--- src/rtl/pse_pkg.sv ---
// shared types, codes and saturation helpers for the postfix stack evaluator
// no dependencies; used by every file under rtl

package pse_pkg;

	localparam int STACK_DEPTH_DEF = 16;
	localparam int WORD_W          = 32;
	localparam int FRAC_W          = 16;
	// quotient bits left to find once the top bits are known to be zero
	localparam int DIV_STEPS       = WORD_W - 1;
	localparam int MAG_W           = WORD_W + FRAC_W;

	localparam logic [1:0] OP_PUSH   = 2'd0;
	localparam logic [1:0] OP_APPLY  = 2'd1;
	localparam logic [1:0] OP_FINISH = 2'd2;

	localparam logic [7:0] CH_ADD = 8'h2B;
	localparam logic [7:0] CH_SUB = 8'h2D;
	localparam logic [7:0] CH_MUL = 8'h2A;
	localparam logic [7:0] CH_DIV = 8'h2F;

	typedef enum logic [2:0] {
		STS_OK      = 3'd0,
		STS_UNDER   = 3'd1,
		STS_DIVZERO = 3'd2,
		STS_BADOP   = 3'd3,
		STS_OVER    = 3'd4,
		STS_EXTRA   = 3'd5
	} status_t;

	typedef enum logic [2:0] {
		PS_IDLE,
		PS_EXEC,
		PS_MUL,
		PS_DIV,
		PS_WRITE
	} state_t;

	typedef struct packed {
		logic [1:0]               op;
		logic signed [WORD_W-1:0] operand_value;
		logic [7:0]               operator_char;
	} pse_in_t;

	typedef struct packed {
		status_t                  status;
		logic signed [WORD_W-1:0] result_value;
		logic                     result_valid;
	} pse_out_t;

	typedef struct packed {
		logic push;
		logic pop;
	} pse_cell_ctl_t;

	function automatic logic [WORD_W-1:0] mag32(input logic [WORD_W-1:0] x);
		logic [WORD_W-1:0] n;
		n = -x;
		return x[WORD_W-1] ? n : x;
	endfunction

	function automatic logic [WORD_W-1:0] sat_add(input logic [WORD_W:0] s);
		logic [WORD_W-1:0] r;
		if (s[WORD_W] != s[WORD_W-1]) begin
			r = s[WORD_W] ? {1'b1, {(WORD_W-1){1'b0}}} : {1'b0, {(WORD_W-1){1'b1}}};
		end else begin
			r = s[WORD_W-1:0];
		end
		return r;
	endfunction

	function automatic logic [WORD_W-1:0] sat_mag(input logic neg, input logic [MAG_W-1:0] m);
		logic [MAG_W-1:0]  nm;
		logic [MAG_W-1:0]  lim;
		logic [WORD_W-1:0] r;
		nm  = -m;
		lim = MAG_W'({1'b1, {(WORD_W-1){1'b0}}});
		if (neg) begin
			r = (m >= lim) ? {1'b1, {(WORD_W-1){1'b0}}} : nm[WORD_W-1:0];
		end else begin
			r = (m >= lim) ? {1'b0, {(WORD_W-1){1'b1}}} : m[WORD_W-1:0];
		end
		return r;
	endfunction

endpackage

--- src/rtl/pse_cell.sv ---
// one stack cell: holds a word, takes it from the cell above on push
// or from the cell below on pop; depends on pse_pkg

module pse_cell (
	input  logic                          clk,
	input  pse_pkg::pse_cell_ctl_t        ctl,
	input  logic [pse_pkg::WORD_W-1:0]    d_push,
	input  logic [pse_pkg::WORD_W-1:0]    d_pop,
	output logic [pse_pkg::WORD_W-1:0]    q
);

	logic [pse_pkg::WORD_W-1:0] word_q;

	always_ff @(posedge clk) begin
		if (ctl.push) begin
			word_q <= d_push;
		end else if (ctl.pop) begin
			word_q <= d_pop;
		end
	end

	assign q = word_q;

endmodule

--- src/rtl/pse_div.sv ---
// iterative restoring divider for the q16.16 quotient magnitude, one bit a cycle
// reports a saturating magnitude; depends on pse_pkg

module pse_div (
	input  logic                          clk,
	input  logic                          arst_n,
	input  logic                          start,
	input  logic [pse_pkg::WORD_W-1:0]    dividend_mag,
	input  logic [pse_pkg::WORD_W-1:0]    divisor_mag,
	output logic                          done,
	output logic [pse_pkg::MAG_W-1:0]     quot_mag
);

	localparam int W    = pse_pkg::WORD_W;
	localparam int F    = pse_pkg::FRAC_W;
	localparam int N    = pse_pkg::DIV_STEPS;
	localparam int CNTW = $clog2(N);
	// remainder seed takes the dividend bits above the ones still to come
	localparam int SEEDW = pse_pkg::MAG_W - N;

	logic            busy_q;
	logic            done_q;
	logic [CNTW-1:0] cnt_q;
	logic [W-1:0]    rem_q;
	logic [N-1:0]    low_q;
	logic [N-1:0]    quo_q;
	logic [W-1:0]    div_q;
	logic            ovf_q;
	logic [W:0]      trial;
	logic [W:0]      diff;
	logic            ge;

	assign trial = {rem_q, low_q[N-1]};
	assign diff  = trial - {1'b0, div_q};
	assign ge    = (trial >= {1'b0, div_q});

	always_ff @(posedge clk or negedge arst_n) begin
		if (!arst_n) begin
			busy_q <= 1'b0;
			done_q <= 1'b0;
			cnt_q  <= '0;
		end else begin
			done_q <= 1'b0;
			if (start) begin
				busy_q <= 1'b1;
				cnt_q  <= '0;
			end else if (busy_q) begin
				if (cnt_q == CNTW'(N - 1)) begin
					busy_q <= 1'b0;
					done_q <= 1'b1;
				end else begin
					cnt_q <= cnt_q + 1'b1;
				end
			end
		end
	end

	always_ff @(posedge clk) begin
		if (start) begin
			rem_q <= W'(dividend_mag[W-1:W-SEEDW]);
			low_q <= {dividend_mag[W-SEEDW-1:0], {F{1'b0}}};
			quo_q <= '0;
			div_q <= divisor_mag;
			// quotient of 2^31 or more saturates whatever the low bits are
			ovf_q <= ({{(N-F){1'b0}}, dividend_mag} >= {divisor_mag, {(N-F){1'b0}}});
		end else if (busy_q) begin
			rem_q <= ge ? diff[W-1:0] : trial[W-1:0];
			low_q <= {low_q[N-2:0], 1'b0};
			quo_q <= {quo_q[N-2:0], ge};
		end
	end

	assign done     = done_q;
	assign quot_mag = ovf_q ? {pse_pkg::MAG_W{1'b1}} : {{(pse_pkg::MAG_W-N){1'b0}}, quo_q};

endmodule

--- src/rtl/postfix_stack_evaluator.sv ---
// postfix evaluator on a shift-register stack of q16.16 words; uses pse_pkg, pse_cell, pse_div
// a token is registered in idle; push, add, subtract, finish and every error load the output
// register from exec, multiply through the mul and write states, divide (31 divider steps)
// through the div and write states; a new token is taken once the previous one has left the
// datapath; the output register lets a token in while a result waits
// arst_n clears the control state and the stack count; stack words hold no reset

module postfix_stack_evaluator #(
	parameter int STACK_DEPTH = pse_pkg::STACK_DEPTH_DEF
) (
	input  logic              clk,
	input  logic              arst_n,
	input  logic              tok_valid,
	output logic              tok_ready,
	input  pse_pkg::pse_in_t  tok,
	output logic              res_valid,
	input  logic              res_ready,
	output pse_pkg::pse_out_t res
);

	localparam int W  = pse_pkg::WORD_W;
	localparam int F  = pse_pkg::FRAC_W;
	localparam int CW = $clog2(STACK_DEPTH + 1);

	pse_pkg::state_t   state_q, state_nxt;
	pse_pkg::pse_in_t  tok_q;
	pse_pkg::pse_out_t res_q, out_next;
	logic              res_valid_q;
	logic [CW-1:0]     count_q;

	// stack cells, cell 0 is the top of stack
	logic [W-1:0]           cell_q [STACK_DEPTH];
	pse_pkg::pse_cell_ctl_t cell_ctl;
	logic [W-1:0]           top_d;

	// decode of the token held in exec
	logic out_free, out_load, imm, go_mul, go_div;
	logic cnt_clr, cnt_inc, cnt_dec;

	// arithmetic operands and results
	logic [W-1:0]            right_w, left_w;
	logic [W-1:0]            mag_l, mag_r;
	logic                    neg_w;
	logic [W-1:0]            mag_l_q, mag_r_q;
	logic                    neg_q, is_div_q;
	logic [2*W-1:0]          prod_s1;
	logic [pse_pkg::MAG_W-1:0] div_m;
	logic                    div_done;
	logic [W-1:0]            sum_w, dif_w, arith_w;

	assign right_w = cell_q[0];
	assign left_w  = cell_q[1];
	assign mag_l   = pse_pkg::mag32(left_w);
	assign mag_r   = pse_pkg::mag32(right_w);
	assign neg_w   = left_w[W-1] ^ right_w[W-1];
	assign sum_w   = pse_pkg::sat_add({left_w[W-1], left_w} + {right_w[W-1], right_w});
	assign dif_w   = pse_pkg::sat_add({left_w[W-1], left_w} - {right_w[W-1], right_w});
	assign arith_w = is_div_q ? pse_pkg::sat_mag(neg_q, div_m)
	                          : pse_pkg::sat_mag(neg_q, prod_s1[2*W-1:F]);

	assign out_free = !res_valid_q || res_ready;

	// ---------------------------------------------------------------- stack row
	for (genvar i = 0; i < STACK_DEPTH; i++) begin : g_cell
		logic [W-1:0] d_push, d_pop;
		if (i == 0) begin : g_top
			assign d_push = top_d;
			assign d_pop  = top_d;
		end else begin : g_mid
			assign d_push = cell_q[i-1];
			if (i == STACK_DEPTH - 1) begin : g_last
				assign d_pop = '0;
			end else begin : g_inner
				assign d_pop = cell_q[i+1];
			end
		end
		pse_cell u_cell (
			.clk    (clk),
			.ctl    (cell_ctl),
			.d_push (d_push),
			.d_pop  (d_pop),
			.q      (cell_q[i])
		);
	end

	// ---------------------------------------------------------------- divider
	pse_div u_div (
		.clk          (clk),
		.arst_n       (arst_n),
		.start        (go_div),
		.dividend_mag (mag_l),
		.divisor_mag  (mag_r),
		.done         (div_done),
		.quot_mag     (div_m)
	);

	// ---------------------------------------------------------------- next state
	always_comb begin
		state_nxt = state_q;
		case (state_q)
			pse_pkg::PS_IDLE: begin
				if (tok_valid) state_nxt = pse_pkg::PS_EXEC;
			end
			pse_pkg::PS_EXEC: begin
				if (go_mul) begin
					state_nxt = pse_pkg::PS_MUL;
				end else if (go_div) begin
					state_nxt = pse_pkg::PS_DIV;
				end else if (out_load) begin
					state_nxt = pse_pkg::PS_IDLE;
				end
			end
			pse_pkg::PS_MUL:   state_nxt = pse_pkg::PS_WRITE;
			pse_pkg::PS_DIV: begin
				if (div_done) state_nxt = pse_pkg::PS_WRITE;
			end
			pse_pkg::PS_WRITE: begin
				if (out_free) state_nxt = pse_pkg::PS_IDLE;
			end
			default:           state_nxt = pse_pkg::PS_IDLE;
		endcase
	end

	// ---------------------------------------------------------------- outputs and decode
	always_comb begin
		tok_ready             = (state_q == pse_pkg::PS_IDLE);
		imm                   = 1'b0;
		go_mul                = 1'b0;
		go_div                = 1'b0;
		out_load              = 1'b0;
		cnt_clr               = 1'b0;
		cnt_inc               = 1'b0;
		cnt_dec               = 1'b0;
		cell_ctl              = '0;
		top_d                 = tok_q.operand_value;
		out_next.status       = pse_pkg::STS_OK;
		out_next.result_value = '0;
		out_next.result_valid = 1'b0;

		case (state_q)
			pse_pkg::PS_EXEC: begin
				case (tok_q.op)
					pse_pkg::OP_PUSH: begin
						imm = 1'b1;
						if (count_q >= CW'(STACK_DEPTH)) begin
							out_next.status = pse_pkg::STS_OVER;
							cnt_clr         = out_free;
						end else begin
							cell_ctl.push = out_free;
							cnt_inc       = out_free;
						end
					end
					pse_pkg::OP_APPLY: begin
						if (count_q < CW'(2)) begin
							// too few operands, checked before the operator
							imm             = 1'b1;
							out_next.status = pse_pkg::STS_UNDER;
							cnt_clr         = out_free;
						end else begin
							case (tok_q.operator_char)
								pse_pkg::CH_ADD: begin
									imm          = 1'b1;
									top_d        = sum_w;
									cell_ctl.pop = out_free;
									cnt_dec      = out_free;
								end
								pse_pkg::CH_SUB: begin
									imm          = 1'b1;
									top_d        = dif_w;
									cell_ctl.pop = out_free;
									cnt_dec      = out_free;
								end
								pse_pkg::CH_MUL: go_mul = 1'b1;
								pse_pkg::CH_DIV: begin
									if (right_w == '0) begin
										imm             = 1'b1;
										out_next.status = pse_pkg::STS_DIVZERO;
										cnt_clr         = out_free;
									end else begin
										go_div = 1'b1;
									end
								end
								default: begin
									imm             = 1'b1;
									out_next.status = pse_pkg::STS_BADOP;
									cnt_clr         = out_free;
								end
							endcase
						end
					end
					pse_pkg::OP_FINISH: begin
						imm     = 1'b1;
						cnt_clr = out_free;
						if (count_q == '0) begin
							out_next.status = pse_pkg::STS_UNDER;
						end else if (count_q != CW'(1)) begin
							out_next.status = pse_pkg::STS_EXTRA;
						end else begin
							out_next.result_value = right_w;
							out_next.result_valid = 1'b1;
						end
					end
					default: imm = 1'b1;   // unused op code: empty result, state kept
				endcase
				out_load = imm && out_free;
			end
			pse_pkg::PS_WRITE: begin
				// the two operands leave, the result takes the top cell
				top_d        = arith_w;
				cell_ctl.pop = out_free;
				cnt_dec      = out_free;
				out_load     = out_free;
			end
			default: ;
		endcase
	end

	// ---------------------------------------------------------------- control registers
	always_ff @(posedge clk or negedge arst_n) begin
		if (!arst_n) begin
			state_q     <= pse_pkg::PS_IDLE;
			res_valid_q <= 1'b0;
			count_q     <= '0;
		end else begin
			state_q <= state_nxt;
			if (out_load) begin
				res_valid_q <= 1'b1;
			end else if (res_ready) begin
				res_valid_q <= 1'b0;
			end
			if (cnt_clr) begin
				count_q <= '0;
			end else if (cnt_inc) begin
				count_q <= count_q + 1'b1;
			end else if (cnt_dec) begin
				count_q <= count_q - 1'b1;
			end
		end
	end

	// ---------------------------------------------------------------- payload registers
	always_ff @(posedge clk) begin
		if (tok_valid && tok_ready) tok_q <= tok;
		if (out_load)               res_q <= out_next;
		if (go_mul || go_div) begin
			mag_l_q  <= mag_l;
			mag_r_q  <= mag_r;
			neg_q    <= neg_w;
			is_div_q <= go_div;
		end
		// multiplier stage, saturated in the write state
		if (state_q == pse_pkg::PS_MUL) prod_s1 <= mag_l_q * mag_r_q;
	end

	assign res_valid = res_valid_q;
	assign res       = res_q;

endmodule

--- config.mk ---
export PLATFORM = sky130hd
export DESIGN_NAME = postfix_stack_evaluator
export DESIGN_NICKNAME = d
export VERILOG_FILES = /design/src/rtl/pse_pkg.sv /design/src/rtl/pse_cell.sv /design/src/rtl/pse_div.sv /design/src/rtl/postfix_stack_evaluator.sv
export SDC_FILE = /design/constraint.sdc
export NUM_CORES = 2
export LEC_CHECK = 0
export BUFFER_PORTS_ARGS = -buffer_cell sky130_fd_sc_hd__buf_2
export CORE_MARGIN = 1.5
export CORE_UTILIZATION = 47
export DETAILED_ROUTE_END_ITERATION = 10
export GPL_ROUTABILITY_DRIVEN = 0
export GPL_TIMING_DRIVEN = 0
export SYNTH_ARGS = -nofsm -noshare
export SYNTH_HDL_FRONTEND = slang
export SYNTH_SLANG_ARGS = --single-unit
--- constraint.sdc ---
create_clock -name clk -period 15.65 [get_ports clk]
set_clock_uncertainty 0.05 [all_clocks]
set_input_delay 1.565 -clock clk [delete_from_list [all_inputs] [get_ports clk]]
set_output_delay 1.565 -clock clk [all_outputs]
set_load 0.05 [all_outputs]
==> metrics.cfg <==
[outcome]
status=finished, violations left
violations=max-capacitance violations

[critical_path]
rr_worst_depth=24
cp.arrival_ns=11.11
r2r_start=mag_r_q[26]$_DFFE_PP_
critPathKind=register to register
cp.required_ns=16.02
path_delay_family=adder cells
slowest_stage=clkbuf_1
cp_cell_sequence=clkbuf_1 -> nand2_1 -> fa_1 -> inv_1 -> fa_1 -> fa_1 -> fa_1 -> fa_1 -> fa_1 -> fa_1 -> inv_1 -> fa_1 -> inv_1 -> ha_1 -> clkbuf_1 -> and4_1 -> nor4b_1 -> o31ai_1 -> a41oi_1 -> nor3_1 -> o31ai_1 -> a221o_1 -> a31oi_1 -> xnor2_1
crit_buf_inv=5
critPathCaptureType=register
reg2reg_slack_ns=4.92
rr_endpoint=prod_s1[54]$_DFFE_PN_
critPathMaxFanout=13
crit_top_cell=fa_1
slowest_delay_ns=1.07
startpoint_type=register

[detailed_routing]
drtIter0Drc=5795
routedWlPerCell_um=24.0
vias_per_cell=5.67
drc_errors=0
drt_first_pass_iters=9
via_count=58700
antenna_left=0
wl_um=249000

[timing]
max_freq_ghz=0.0932
hold_viol=0
slew_viol_final=0
holdWs_ns=0.459
fin_crit_sh_pct=68.6
period_needed_ns=10.73
tns_ns=0
rsz0062_at_grt=false
tightest_slew_ns=1.47
slew-limit-headroom_pct=1.37
finalSetupViolations=0

[clocking]
cts-resized-gates=0
cts_root_buffer=clkbuf_16
clkTransAtPathRegs_ns=0.07
holdBufCountCts=0
cts_inserted_buffers=84
clk_latency_ns=0.70
clock_sinks=831
cts_max_path_buffers=3
post_cts_buffers=0
cts_tree=yes
htree_levels=3

[die]
die_width_um=404
dieArea_mm2=0.163
core-area_mm2=0.159
rows=146
initial_utilization_pct=47.5
io_pins=84
die_y_um=404

[power_and_ir_drop]
peakVddDrop_mv=0.107
powerDensity_mw_per_mm2=71.6
power_mw=5.85
power.leakage_nw=35.8

[grt]
grt_pass1_wl_um=373000
grt_pass1_vias=60100
grt_start_max_net_pins=138
globalRouteTotalUtil_pct=30.6
grt-ovfl-total=0
antenna_found_initial=12

[finish]
final_cell_mix=nand2_1 (1892), inv_1 (998), fa_1 (898)
nets=9462
finalNonFillerCells=10400
final_cell_area_mm2=0.0817
layout-drive-gt1-share_pct=3.38
areaGrowthSynthToFinish_pct=8.04
fill_cells=15000
final_common_cell=nand2_1

[synth]
ys_ff_latch=831
yosysSeqAreaShare_pct=32.3
synth-async-reset-ratio_pct=1.93
synth_cells=7956
syn_area_per_cell_um2=9.50
yosys.area.top_type=edfxtp_1
yosys_warnings=0
synth_enable_flop_cells=769
synth_top_area_share_pct=30.5
ys_top_cells_by_area=edfxtp_1 (31%), fa_1 (24%), nand2_1 (9.4%)
synth_cell_types=91
synth-main-ff-cell=edfxtp_1
synth_fp_nets=9282
syn_area_mm2=0.0756

[run]
max_cap_violations=1

[hold_path]
hp-class=register to register
hp-start=g_cell[15].u_cell.q[11]$_SDFFCE_PN0P_
min_to=g_cell[14].u_cell.q[11]$_DFFE_PP_
whs_path_depth=2

[placed_design]
dp_hpwl_um=201000
placed_area_mm2=0.0790
numPortBuffers=83
dp.cells=10200

==> worst max-delay path by stage <==
stage,cells past startpoint,start,slack [ns],end
floorplan,9,res_ready,2.05,count_q[4]$_DFFE_PN0P_
global placement,7,res_ready,-5.05,g_cell[15].u_cell.q[12]$_SDFFCE_PN0P_
detailed placement,24,mag_r_q[26]$_DFFE_PP_,5.16,prod_s1[54]$_DFFE_PN_
CTS,24,mag_r_q[26]$_DFFE_PP_,5.07,prod_s1[54]$_DFFE_PN_
global route,24,mag_r_q[26]$_DFFE_PP_,4.79,prod_s1[54]$_DFFE_PN_
finish,24,mag_r_q[26]$_DFFE_PP_,4.92,prod_s1[54]$_DFFE_PN_
==> tightest hold or removal path: cells and delay by family, from the launching register on <==
kind,cells,cell delay (ns)
flip-flops,1,0.32
AND/OR/NAND/NOR,2,0.08
==> layer usage <==
layer  part of all wire [%]  global-route usage [%]  vias to the layer above
met3                    9.5                    6.57                      648
met1                     40                    40.5                    29400
met2                     45                    48.1                     2730
li1                       -                       -                    25900
met5                  0.013                       0                        -
met4                    5.4                    14.5                        6
==> power breakdown <==
group,internal (mW),total (mW),switching (mW)
logic,0.379,1.13,0.751
registers,2.61,2.72,0.105
clock network,1.08,2.00,0.916
total,4.07,5.85,1.77
==> synth_stat cells (10+ instances only) <==
cell and count:
or3_1 32, a21o_1 73, nand2b_1 36, o41ai_1 15
or2_2 13, clkbuf_1 400, o21bai_1 20, a211o_1 12
and4_1 11, nand2_1 1892, and2_1 680, edfxtp_1 769
and3_1 15, dfxtp_1 46, a221oi_1 11, nor4_1 31
fa_1 898, nor2_1 286, a211oi_1 44, dfrtp_1 16
mux2i_1 36, a22oi_1 10, o211ai_1 31, a31oi_1 24
nor2b_1 43, nand4_1 54, o21a_1 14, a21oi_1 271
a2111oi_0 12, xnor2_1 157, buf_1 20, or4_1 21
o21ai_0 188, nand3_1 43, o21ai_1 22, xor2_1 57
inv_1 999, ha_1 382, nor3_1 73, o31ai_1 59
==> metrics by stage <==
step                setup slack (ns)  util, %
finish                          4.92     51.3
global route                    4.79     51.3
CTS                             5.07     51.3
detailed placement              5.16     49.6
global placement               -5.05     49.5
floorplan                       2.05        -
==> cells by family after synthesis <==
group,synth area share (%)
flip-flops,32.3
AND/OR/NAND/NOR,19.9
AO/OA/AOI/OAI,7.52
multiplexers,0.521
adder cells (fa/ha/maj),30.1
XOR/XNOR,2.52
buffers and inverters,7.14
==> state kept, by name (all words and copies together) (netlist names), 3 cells and up <==
signal           flops
mag_l_q             32
res                 36
u_div.low_q         15
u_div.rem_q         32
prod_s1             48
u_div.cnt_q          5
u_div.div_q         32
mag_r_q             32
count_q              5
tok_q               42
u_div.quo_q         31
g_cell.u_cell.q    512
state_q              3
==> final cells by class <==
cell class	instances	area, um^2	area share (%)
Timing Repair Buffer	94	664	0.813
Buffer	428	1640	2.01
Multi-Input combinational cell	5696	45800	56.1
Antenna cell	12	30.0	0.0368
Sequential cell	831	24400	29.9
Clock inverter	42	429	0.525
Inverter	1001	3760	4.61
Clock buffer	109	2230	2.73
Tap cell	2146	2690	3.29
No activity file was read; power rests on OpenSTA's default activity.
